`config.mk`:
```
export PLATFORM = sky130hd
export DESIGN_NAME = point_to_screen_locator_top
export DESIGN_NICKNAME = d
export VERILOG_FILES = /design/src/sv/pts_pkg.sv /design/src/sv/pts_ram.sv /design/src/sv/pts_dist.sv /design/src/sv/point_to_screen_locator_top.sv
export SDC_FILE = /design/constraint.sdc
export NUM_CORES = 2
export LEC_CHECK = 0
export BUFFER_PORTS_ARGS = -buffer_cell sky130_fd_sc_hd__buf_2
export CAP_MARGIN = 20
export CORE_MARGIN = 4
export CORE_UTILIZATION = 40
export DETAILED_ROUTE_END_ITERATION = 6
export PLACE_DENSITY = 0.67
export SYNTH_ARGS = -nofsm -noshare
export SYNTH_HDL_FRONTEND = slang
export SYNTH_SLANG_ARGS = --single-unit
```
`constraint.sdc`:
```
create_clock -name clk -period 10.4 [get_ports clk]
set_clock_uncertainty 0.05 [all_clocks]
set_input_delay 1.56 -clock clk [delete_from_list [all_inputs] [get_ports clk]]
set_output_delay 1.56 -clock clk [all_outputs]
set_load 0.005 [all_outputs]
```
`src/sv/pts_pkg.sv`:
```
// ----------------------------------------------------------------------------
// pts_pkg: shared types and constants of the point-to-screen locator
// Holds the rectangle record, command and state codes, and the datapath
// widths used by the sequencer, the distance unit and the table memory.
// ----------------------------------------------------------------------------
package pts_pkg;

	localparam int CMD_W     = 2;
	localparam int COORD_W   = 16;
	localparam int SIZE_W    = 15;
	localparam int ENTRY_W   = 8;
	localparam int SEL_W     = 3;
	localparam int COUNT_W   = 4;
	localparam int CFG_IDX_W = 2;

	// Edge offsets reach about +/-98k, so 18 signed bits hold them.
	localparam int DIFF_W = 18;
	localparam int ABS_W  = DIFF_W - 1;
	localparam int DIST_W = ABS_W + 1;

	localparam logic [CFG_IDX_W-1:0] CFG_FB_WIDTH  = 2'd0;
	localparam logic [CFG_IDX_W-1:0] CFG_FB_HEIGHT = 2'd1;

	localparam logic [SIZE_W-1:0] FB_WIDTH_RESET  = 15'd1920;
	localparam logic [SIZE_W-1:0] FB_HEIGHT_RESET = 15'd1080;

	typedef enum logic [CMD_W-1:0] {
		CMD_CLEAR  = 2'd0,
		CMD_APPEND = 2'd1,
		CMD_LOCATE = 2'd2,
		CMD_READ   = 2'd3
	} cmd_t;

	typedef enum logic [2:0] {
		ST_IDLE,
		ST_LOAD,
		ST_DECIDE,
		ST_READ,
		ST_FINISH
	} state_t;

	typedef struct packed {
		logic signed [COORD_W-1:0] x;
		logic signed [COORD_W-1:0] y;
		logic [SIZE_W-1:0]         w;
		logic [SIZE_W-1:0]         h;
	} rect_t;

	typedef struct packed {
		logic [SEL_W-1:0] sel;
		rect_t            rect;
		logic             full;
	} res_t;

	typedef struct packed {
		logic              contains;
		logic [DIST_W-1:0] corner_dist;
		rect_t             rect;
	} dist_res_t;

endpackage

```
`src/sv/pts_ram.sv`:
```
// ----------------------------------------------------------------------------
// pts_ram: generic single-port-write, single-port-read RAM
// One write and one read per cycle; the read data is registered.
// ----------------------------------------------------------------------------
module pts_ram #(
	parameter int WIDTH = 62,
	parameter int DEPTH = 8,
	localparam int ADDR_W = (DEPTH > 1) ? $clog2(DEPTH) : 1
) (
	input  logic              clk,
	input  logic              we,
	input  logic [ADDR_W-1:0] waddr,
	input  logic [WIDTH-1:0]  wdata,
	input  logic [ADDR_W-1:0] raddr,
	output logic [WIDTH-1:0]  rdata
);

	logic [WIDTH-1:0] mem_q [DEPTH];

	always_ff @(posedge clk) begin
		if (we) begin
			mem_q[waddr] <= wdata;
		end
		rdata <= mem_q[raddr];
	end

endmodule

```
`src/sv/pts_dist.sv`:
```
// ----------------------------------------------------------------------------
// pts_dist: shared rectangle distance unit
// Registers the signed edge offsets of one rectangle against the point, then
// derives containment and the smallest corner Manhattan distance from them.
// ----------------------------------------------------------------------------
module pts_dist (
	input  logic                              clk,
	input  logic                              load,
	input  pts_pkg::rect_t                    rect,
	input  logic signed [pts_pkg::COORD_W-1:0] pt_x,
	input  logic signed [pts_pkg::COORD_W-1:0] pt_y,
	output pts_pkg::dist_res_t                res
);

	localparam int DW = pts_pkg::DIFF_W;
	localparam int AW = pts_pkg::ABS_W;
	localparam int SW = pts_pkg::DIST_W;

	logic signed [DW-1:0] px_e, py_e, x_e, y_e;
	logic signed [DW-1:0] w_e, h_e;
	logic signed [DW-1:0] sl, sr, st, sb;

	logic signed [DW-1:0] sl_s1, sr_s1, st_s1, sb_s1;
	pts_pkg::rect_t       rect_s1;

	logic [AW-1:0] dl, dr, dt, db;
	logic [SW-1:0] c0, c1, c2, c3, m01, m23;

	always_comb begin
		px_e = DW'(pt_x);
		py_e = DW'(pt_y);
		x_e  = DW'(rect.x);
		y_e  = DW'(rect.y);
		w_e  = DW'(rect.w);
		h_e  = DW'(rect.h);
		// Non-negative offsets mean the point lies on the inner side of that edge.
		sl = px_e - x_e;
		sr = x_e + w_e - DW'(1) - px_e;
		st = py_e - y_e;
		sb = y_e + h_e - DW'(1) - py_e;
	end

	always_ff @(posedge clk) begin
		if (load) begin
			sl_s1   <= sl;
			sr_s1   <= sr;
			st_s1   <= st;
			sb_s1   <= sb;
			rect_s1 <= rect;
		end
	end

	always_comb begin
		dl  = sl_s1[DW-1] ? AW'(-sl_s1) : sl_s1[AW-1:0];
		dr  = sr_s1[DW-1] ? AW'(-sr_s1) : sr_s1[AW-1:0];
		dt  = st_s1[DW-1] ? AW'(-st_s1) : st_s1[AW-1:0];
		db  = sb_s1[DW-1] ? AW'(-sb_s1) : sb_s1[AW-1:0];
		c0  = SW'(dl) + SW'(dt);
		c1  = SW'(dr) + SW'(dt);
		c2  = SW'(dr) + SW'(db);
		c3  = SW'(dl) + SW'(db);
		m01 = (c1 < c0) ? c1 : c0;
		m23 = (c3 < c2) ? c3 : c2;
		res.corner_dist = (m23 < m01) ? m23 : m01;
		res.contains    = !sl_s1[DW-1] && !sr_s1[DW-1] && !st_s1[DW-1] && !sb_s1[DW-1];
		res.rect        = rect_s1;
	end

endmodule

```
`src/sv/point_to_screen_locator_top.sv`:
```
// ----------------------------------------------------------------------------
// point_to_screen_locator_top: screen table with point lookup
// Stores screen rectangles, answers clear, append, locate and read commands,
// and falls back to a configured stand-in screen while the table is empty.
// ----------------------------------------------------------------------------
//
//   channel | handshake             | payload
//   --------+-----------------------+----------------------------------------------
//   in      | in_valid / in_stall   | command, pos_x, pos_y, width, height, entry_index
//   out     | out_valid / out_stall | screen_index, rect_{x,y,width,height}, count, full
//   cfg     | cfg_valid / cfg_ready | cfg_index, cfg_data
//
// An item holds the sequencer: clear, append, a read past the count and any command
// on an empty table go from idle straight to finish; a read of a stored entry passes
// the read state first, and a locate runs load and decide for each stored entry:
// each entry takes one table read and one distance stage, and a containing entry
// ends the scan early. Output loads in finish, later while a stalled result fills it.
// Reset clears the count and the sequencer; the table needs no clearing pass.
// ----------------------------------------------------------------------------
module point_to_screen_locator_top #(
	parameter int unsigned MAX_SCREENS = 8
) (
	input  logic                                clk,
	input  logic                                arst_n,

	input  logic                                in_valid,
	output logic                                in_stall,
	input  logic [pts_pkg::CMD_W-1:0]           command,
	input  logic signed [pts_pkg::COORD_W-1:0]  pos_x,
	input  logic signed [pts_pkg::COORD_W-1:0]  pos_y,
	input  logic [pts_pkg::SIZE_W-1:0]          width,
	input  logic [pts_pkg::SIZE_W-1:0]          height,
	input  logic [pts_pkg::ENTRY_W-1:0]         entry_index,

	output logic                                out_valid,
	input  logic                                out_stall,
	output logic [pts_pkg::SEL_W-1:0]           screen_index,
	output logic signed [pts_pkg::COORD_W-1:0]  rect_x,
	output logic signed [pts_pkg::COORD_W-1:0]  rect_y,
	output logic [pts_pkg::SIZE_W-1:0]          rect_width,
	output logic [pts_pkg::SIZE_W-1:0]          rect_height,
	output logic [pts_pkg::COUNT_W-1:0]         screen_count,
	output logic                                table_full,

	input  logic                                cfg_valid,
	output logic                                cfg_ready,
	input  logic [pts_pkg::CFG_IDX_W-1:0]       cfg_index,
	input  logic [pts_pkg::SIZE_W-1:0]          cfg_data
);

	// Table addresses, and a count that can also hold MAX_SCREENS itself.
	localparam int IDX_W  = (MAX_SCREENS > 1) ? $clog2(MAX_SCREENS) : 1;
	localparam int CNT_W  = $clog2(MAX_SCREENS + 1);
	localparam int CMP_W  = (CNT_W > pts_pkg::ENTRY_W) ? CNT_W : pts_pkg::ENTRY_W;
	localparam int RECT_W = $bits(pts_pkg::rect_t);

	pts_pkg::state_t state_q, state_d;
	logic [CNT_W-1:0] total_q, total_d;
	logic [IDX_W-1:0] scan_q, scan_d;
	logic             out_valid_q;

	logic [pts_pkg::SIZE_W-1:0] fb_width_q, fb_height_q;

	// Working registers of the current transaction.
	pts_pkg::res_t                     res_q, res_d;
	logic signed [pts_pkg::COORD_W-1:0] px_q, px_d, py_q, py_d;
	logic [pts_pkg::DIST_W-1:0]         best_dist_q, best_dist_d;
	logic [IDX_W-1:0]                   best_idx_q, best_idx_d;
	pts_pkg::rect_t                     best_rect_q, best_rect_d;

	// Output register.
	pts_pkg::res_t               out_res_q;
	logic [pts_pkg::COUNT_W-1:0] out_count_q;

	logic             in_accept;
	logic             out_load;
	logic             ram_we;
	logic [IDX_W-1:0] ram_raddr;
	logic [RECT_W-1:0] ram_rdata;
	logic             dist_load;
	logic             table_is_full;
	logic             last_entry;
	logic             better;
	logic [CNT_W-1:0] used_count;

	pts_pkg::rect_t     new_rect;
	pts_pkg::rect_t     fallback_rect;
	pts_pkg::rect_t     table_rect;
	pts_pkg::dist_res_t dist_res;

	assign in_stall  = (state_q != pts_pkg::ST_IDLE);
	assign in_accept = in_valid && !in_stall;
	assign cfg_ready = 1'b1;

	assign new_rect      = '{x: pos_x, y: pos_y, w: width, h: height};
	assign fallback_rect = '{x: '0, y: '0, w: fb_width_q, h: fb_height_q};
	assign table_rect    = pts_pkg::rect_t'(ram_rdata);

	assign table_is_full = (total_q == CNT_W'(MAX_SCREENS));
	assign last_entry    = ((CNT_W'(scan_q) + CNT_W'(1)) == total_q);
	assign better        = (dist_res.corner_dist < best_dist_q);
	assign used_count    = (total_q == '0) ? CNT_W'(1) : total_q;

	// The table itself; entries at or above the count are never read.
	pts_ram #(
		.WIDTH (RECT_W),
		.DEPTH (MAX_SCREENS)
	) u_table (
		.clk   (clk),
		.we    (ram_we),
		.waddr (total_q[IDX_W-1:0]),
		.wdata (new_rect),
		.raddr (ram_raddr),
		.rdata (ram_rdata)
	);

	// The distance unit takes the entry straight from the RAM read register.
	pts_dist u_dist (
		.clk  (clk),
		.load (dist_load),
		.rect (table_rect),
		.pt_x (px_q),
		.pt_y (py_q),
		.res  (dist_res)
	);

	always_ff @(posedge clk or negedge arst_n) begin
		if (!arst_n) begin
			state_q     <= pts_pkg::ST_IDLE;
			total_q     <= '0;
			scan_q      <= '0;
			out_valid_q <= 1'b0;
			fb_width_q  <= pts_pkg::FB_WIDTH_RESET;
			fb_height_q <= pts_pkg::FB_HEIGHT_RESET;
		end else begin
			state_q <= state_d;
			total_q <= total_d;
			scan_q  <= scan_d;
			if (out_load) begin
				out_valid_q <= 1'b1;
			end else if (!out_stall) begin
				out_valid_q <= 1'b0;
			end
			// Indexes past the two registers are ignored.
			if (cfg_valid && cfg_ready) begin
				if (cfg_index == pts_pkg::CFG_FB_WIDTH) begin
					fb_width_q <= cfg_data;
				end else if (cfg_index == pts_pkg::CFG_FB_HEIGHT) begin
					fb_height_q <= cfg_data;
				end
			end
		end
	end

	always_ff @(posedge clk) begin
		res_q       <= res_d;
		px_q        <= px_d;
		py_q        <= py_d;
		best_dist_q <= best_dist_d;
		best_idx_q  <= best_idx_d;
		best_rect_q <= best_rect_d;
		if (out_load) begin
			out_res_q   <= res_q;
			out_count_q <= pts_pkg::COUNT_W'(used_count);
		end
	end

	// Sequencer: next state, table access and result assembly.
	always_comb begin
		state_d     = state_q;
		total_d     = total_q;
		scan_d      = scan_q;
		res_d       = res_q;
		px_d        = px_q;
		py_d        = py_q;
		best_dist_d = best_dist_q;
		best_idx_d  = best_idx_q;
		best_rect_d = best_rect_q;
		ram_we      = 1'b0;
		ram_raddr   = scan_q;
		dist_load   = 1'b0;
		out_load    = 1'b0;

		case (state_q)
			pts_pkg::ST_IDLE: begin
				if (in_accept) begin
					px_d    = pos_x;
					py_d    = pos_y;
					res_d   = '0;
					state_d = pts_pkg::ST_FINISH;
					case (pts_pkg::cmd_t'(command))
						pts_pkg::CMD_CLEAR: begin
							total_d = '0;
						end
						pts_pkg::CMD_APPEND: begin
							// A rectangle with no area is skipped silently.
							if (width != '0 && height != '0) begin
								if (table_is_full) begin
									res_d.full = 1'b1;
								end else begin
									ram_we  = 1'b1;
									total_d = total_q + CNT_W'(1);
								end
							end
						end
						pts_pkg::CMD_LOCATE: begin
							if (total_q == '0) begin
								res_d.rect = fallback_rect;
							end else begin
								scan_d      = '0;
								ram_raddr   = '0;
								best_dist_d = '1;
								best_idx_d  = '0;
								state_d     = pts_pkg::ST_LOAD;
							end
						end
						pts_pkg::CMD_READ: begin
							res_d.sel = pts_pkg::SEL_W'(entry_index);
							if (total_q == '0) begin
								if (entry_index == '0) begin
									res_d.rect = fallback_rect;
								end
							end else if (CMP_W'(entry_index) < CMP_W'(total_q)) begin
								ram_raddr = IDX_W'(entry_index);
								state_d   = pts_pkg::ST_READ;
							end
						end
						default: begin
							state_d = pts_pkg::ST_FINISH;
						end
					endcase
				end
			end
			pts_pkg::ST_LOAD: begin
				dist_load = 1'b1;
				state_d   = pts_pkg::ST_DECIDE;
			end
			pts_pkg::ST_DECIDE: begin
				if (dist_res.contains) begin
					res_d.sel  = pts_pkg::SEL_W'(scan_q);
					res_d.rect = dist_res.rect;
					state_d    = pts_pkg::ST_FINISH;
				end else begin
					// Strictly smaller only, so the earliest entry keeps a tie.
					if (better) begin
						best_dist_d = dist_res.corner_dist;
						best_idx_d  = scan_q;
						best_rect_d = dist_res.rect;
					end
					if (last_entry) begin
						res_d.sel  = pts_pkg::SEL_W'(better ? scan_q : best_idx_q);
						res_d.rect = better ? dist_res.rect : best_rect_q;
						state_d    = pts_pkg::ST_FINISH;
					end else begin
						scan_d    = scan_q + IDX_W'(1);
						ram_raddr = scan_q + IDX_W'(1);
						state_d   = pts_pkg::ST_LOAD;
					end
				end
			end
			pts_pkg::ST_READ: begin
				res_d.rect = table_rect;
				state_d    = pts_pkg::ST_FINISH;
			end
			pts_pkg::ST_FINISH: begin
				if (!out_valid_q || !out_stall) begin
					out_load = 1'b1;
					state_d  = pts_pkg::ST_IDLE;
				end
			end
			default: begin
				state_d = pts_pkg::ST_IDLE;
			end
		endcase
	end

	assign out_valid    = out_valid_q;
	assign screen_index = out_res_q.sel;
	assign rect_x       = out_res_q.rect.x;
	assign rect_y       = out_res_q.rect.y;
	assign rect_width   = out_res_q.rect.w;
	assign rect_height  = out_res_q.rect.h;
	assign screen_count = out_count_q;
	assign table_full   = out_res_q.full;

	// The count never passes the table depth.
	a_total_bound: assert property (@(posedge clk) disable iff (!arst_n)
		total_q <= CNT_W'(MAX_SCREENS))
		else $error("screen count exceeds table depth");

	// A scan only evaluates entries that are stored.
	a_scan_in_range: assert property (@(posedge clk) disable iff (!arst_n)
		(state_q == pts_pkg::ST_DECIDE) |-> (CNT_W'(scan_q) < total_q))
		else $error("locate scan past stored entries");

	// Every accepted transaction moves the sequencer out of idle.
	a_accept_busy: assert property (@(posedge clk) disable iff (!arst_n)
		in_accept |=> (state_q != pts_pkg::ST_IDLE))
		else $error("accepted transaction left no work");

	// A new result appears only when the sequencer has finished one.
	a_result_source: assert property (@(posedge clk) disable iff (!arst_n)
		$rose(out_valid_q) |-> $past(state_q == pts_pkg::ST_FINISH))
		else $error("result loaded outside finish");

endmodule
```
==> impl_metrics.ini <==
[timing]
fin_crit_ps = 10830
fmax_mhz = 92.3
setup_slack_ps = -430
slew_viol_final = 0
finalHoldViolations = 0
relSlewSlack = 0.270
rsz0062_at_grt = yes
worstMarginPinSlew_ps = 1090
tns_ps = -29050
period_share = 1.04
setup_viol = 144
whs_ps = 369

[cells_and_area]
syn_to_final_growth_pct = 21.5
final_common_cell = edfxtp_1
final_cell_count_no_fill = 6224
nets = 4930
fillCellCount = 10200
final_cell_mix = edfxtp_1, nand2_1, buf_4, nand3_1, ha_1
drive_above_1_share = 0.222

[setup_path]
r2r_start = u_dist.sr_s1[1]
cp.required_ps = 10770
arrival_ps = 11200
cp-startpoint = u_dist.sr_s1[1]
cp-endpoint = res_q[10]
cp_slowest_stage_delay_ps = 470
r2r_slack_ps = -430
critPathLaunchType = flip-flop
critPathKind = reg2reg
critPathMaxFanout = 8
critPathCaptureType = flip-flop
reg2reg_to = res_q[10]
crit_top_cell = a21o_1
critPathSlowestCell = or4_1
rr_worst_depth = 56

[power_and_ir_drop]
powerDensity_nw_per_um2 = 379
p_leak_nw = 23.1
ir_drop_mv = 0.377

[floorplan]
rows = 126
dieWidth_um = 352
core_area_um2 = 118000
die_area_um2 = 124000
ios = 167
initial_core_util = 0.402
die_y_um = 352

[global_route]
grt_max_degree = 157
grt_util_all_layers = 0.203
grt_pass1_vias = 32100
grt.overflow.total = 0
antenna_found_initial = 23
grt_pass1_wl_um = 195000

[yosys]
syn_inst = 4021
ys_types = 87
syn-cell-area_um2 = 47400
synth-seq-cells = 982
syn_avg_cell_area_um2 = 11.8
async_flop_share = 0.0418
ys_seq_area_frac = 0.605
synth_ff_type = edfxtp_1
synth_edf_count = 879
ys_warn_count = 0
synth_nets = 4354

[place]
place_hpwl_um = 89000
placed_cells = 5972
portBuffers = 165
post-place-ws_ps = -955
place.gp.congestion = 0.931

[clock_network]
clk_latency_ps = 680
cts_hold_buf = 0
htreeDepth = 3
cts_tree = yes
clk_pin_slew_ps = 60
cts_buffer_depth = 3
cts_sinks = 982
cts_buffers = 99
clk_root_buffer_cell = clkbuf_16

[route]
drtAntennaViolNets = 0
first_pass_iters = 5
wl_um = 130000
drc = 0
wl_per_cell_um = 20.9
vias = 33400
drtIter0Drc = 3258
via_per_inst = 5.37

[run_status]
violations = negative setup slack
status = complete, but fails checks

[hold_path]
hold_class = reg2reg

[job]
maxCapViolations = 0
power by group:
group          switching, W  internal, W  total, W
Combinational       0.00663      0.00576    0.0124
Clock               0.00152      0.00204   0.00356
Sequential         0.000675      0.00520   0.00588
Total               0.00882       0.0130    0.0218
kinds of logic (layout without fill, tap and decap cells):
| logic type | Yosys count | after routing | synth area share |
|---|---|---|---|
| fa+ha+maj | 241 | 241 | 0.0651 |
| flops | 982 | 982 | 0.605 |
| mux | 145 | 145 | 0.0339 |
| other cells | 1 | 6 | 0.0000791 |
| compound gates | 677 | 680 | 0.0961 |
| xor+xnor | 189 | 189 | 0.0354 |
| simple gates | 1390 | 1390 | 0.131 |
| buf+inv | 396 | 1055 | 0.0336 |
per-stage QoR:
| step | utilization | power (W) | area, um^2 |
|---|---|---|---|
| floorplan | - | 0.0129 | 47500 |
| global placement | 0.449 | 0.0169 | 53000 |
| detailed placement | 0.449 | 0.0171 | 53000 |
| CTS | 0.485 | 0.0214 | 57200 |
| global route | 0.489 | 0.0234 | 57600 |
| finish | 0.489 | 0.0218 | 57600 |
area by class of cell:
type                            count  area [um^2]  share of cell area
Tap cell                         1536         1920              0.0334
Antenna cell                        5         12.5            0.000217
Clock buffer                      143         2840              0.0492
Multi-Input combinational cell   2646        18100               0.314
Sequential cell                   982        28700               0.498
Inverter                          228          856              0.0149
Timing Repair Buffer              640         4760              0.0825
Clock inverter                     44          459             0.00797
flip-flops by register name (all words and copies together), names as in the netlist, 3 cells and up:
register / flops
best_dist_q: 18
best_idx_q: 3
best_rect_q: 62
fb_height_q: 15
fb_width_q: 15
px_q: 16
py_q: 16
rect_height: 15
rect_width: 15
rect_x: 16
rect_y: 16
res_q: 66
scan_q: 3
screen_count: 4
screen_index: 3
state_q: 3
total_q: 4
u_dist.res: 62
u_dist.sb_s1: 18
u_dist.sl_s1: 17
u_dist.sr_s1: 18
u_dist.st_s1: 17
u_table.mem_q: 496
u_table.rdata: 62
metal layers:
metal | global-route usage | up-vias | part of all wire
li1 | - | 15800 | -
met1 | 0.277 | 16300 | 0.43
met2 | 0.330 | 1088 | 0.47
met3 | 0.0319 | 220 | 0.067
met4 | 0.0700 | 16 | 0.036
met5 | 0 | - | 0.00085
worst min-delay path by stage:
stage	from	end	slack, ps	depth (start not counted)
after floorplan	res_q[1]	rect_height[0]	350	0
after CTS	res_q[14]	rect_height[13]	370	0
after detailed placement	res_q[59]	rect_x[12]	360	0
final	res_q[14]	rect_height[13]	370	0
after global routing	res_q[14]	rect_height[13]	370	0
after global placement	res_q[56]	rect_x[9]	350	0
cells in the mapped netlist (15+ instances only):
library cell | count | share of area
mux2_2 | 76 | 0.018
dfrtp_1 | 33 | 0.017
a221o_1 | 34 | 0.0072
ha_1 | 229 | 0.060
or3_1 | 19 | 0.0025
nor2b_1 | 31 | 0.0041
xor2_1 | 53 | 0.0098
xnor2_1 | 134 | 0.025
o21bai_1 | 29 | 0.0046
dfxtp_1 | 62 | 0.026
a211oi_1 | 37 | 0.0059
o21a_1 | 17 | 0.0027
edfxtp_1 | 879 | 0.56
a21boi_0 | 28 | 0.0044
a21oi_1 | 134 | 0.014
a22o_1 | 32 | 0.0059
o21ai_0 | 169 | 0.018
o31ai_1 | 31 | 0.0049
clkbuf_1 | 123 | 0.0097
nand2b_1 | 45 | 0.0059
nor2_1 | 152 | 0.012
nor3_1 | 22 | 0.0023
mux2i_1 | 51 | 0.011
nand2_1 | 681 | 0.054
inv_1 | 228 | 0.018
a21o_1 | 50 | 0.0079
nand3_1 | 340 | 0.036
o211ai_1 | 15 | 0.0024
buf_1 | 29 | 0.0023
worst max-delay path, delay by kind of cell (launching register included):
kind | cells | cell delay, ps
flip-flops | 1 | 430
buffers and inverters | 8 | 1010
adder cells (fa/ha/maj) | 5 | 1210
XOR/XNOR | 1 | 160
multiplexers | 2 | 550
AO/OA/AOI/OAI | 30 | 5360
AND/OR/NAND/NOR | 10 | 1780
timing repair:
action,in CTS,in global routing
endpoints found under the setup margin,148,148
buffers inserted,43,16
pin swaps,41,34
cloned,7,0
resized for setup,136,66
(Power assumes the default switching activity.)
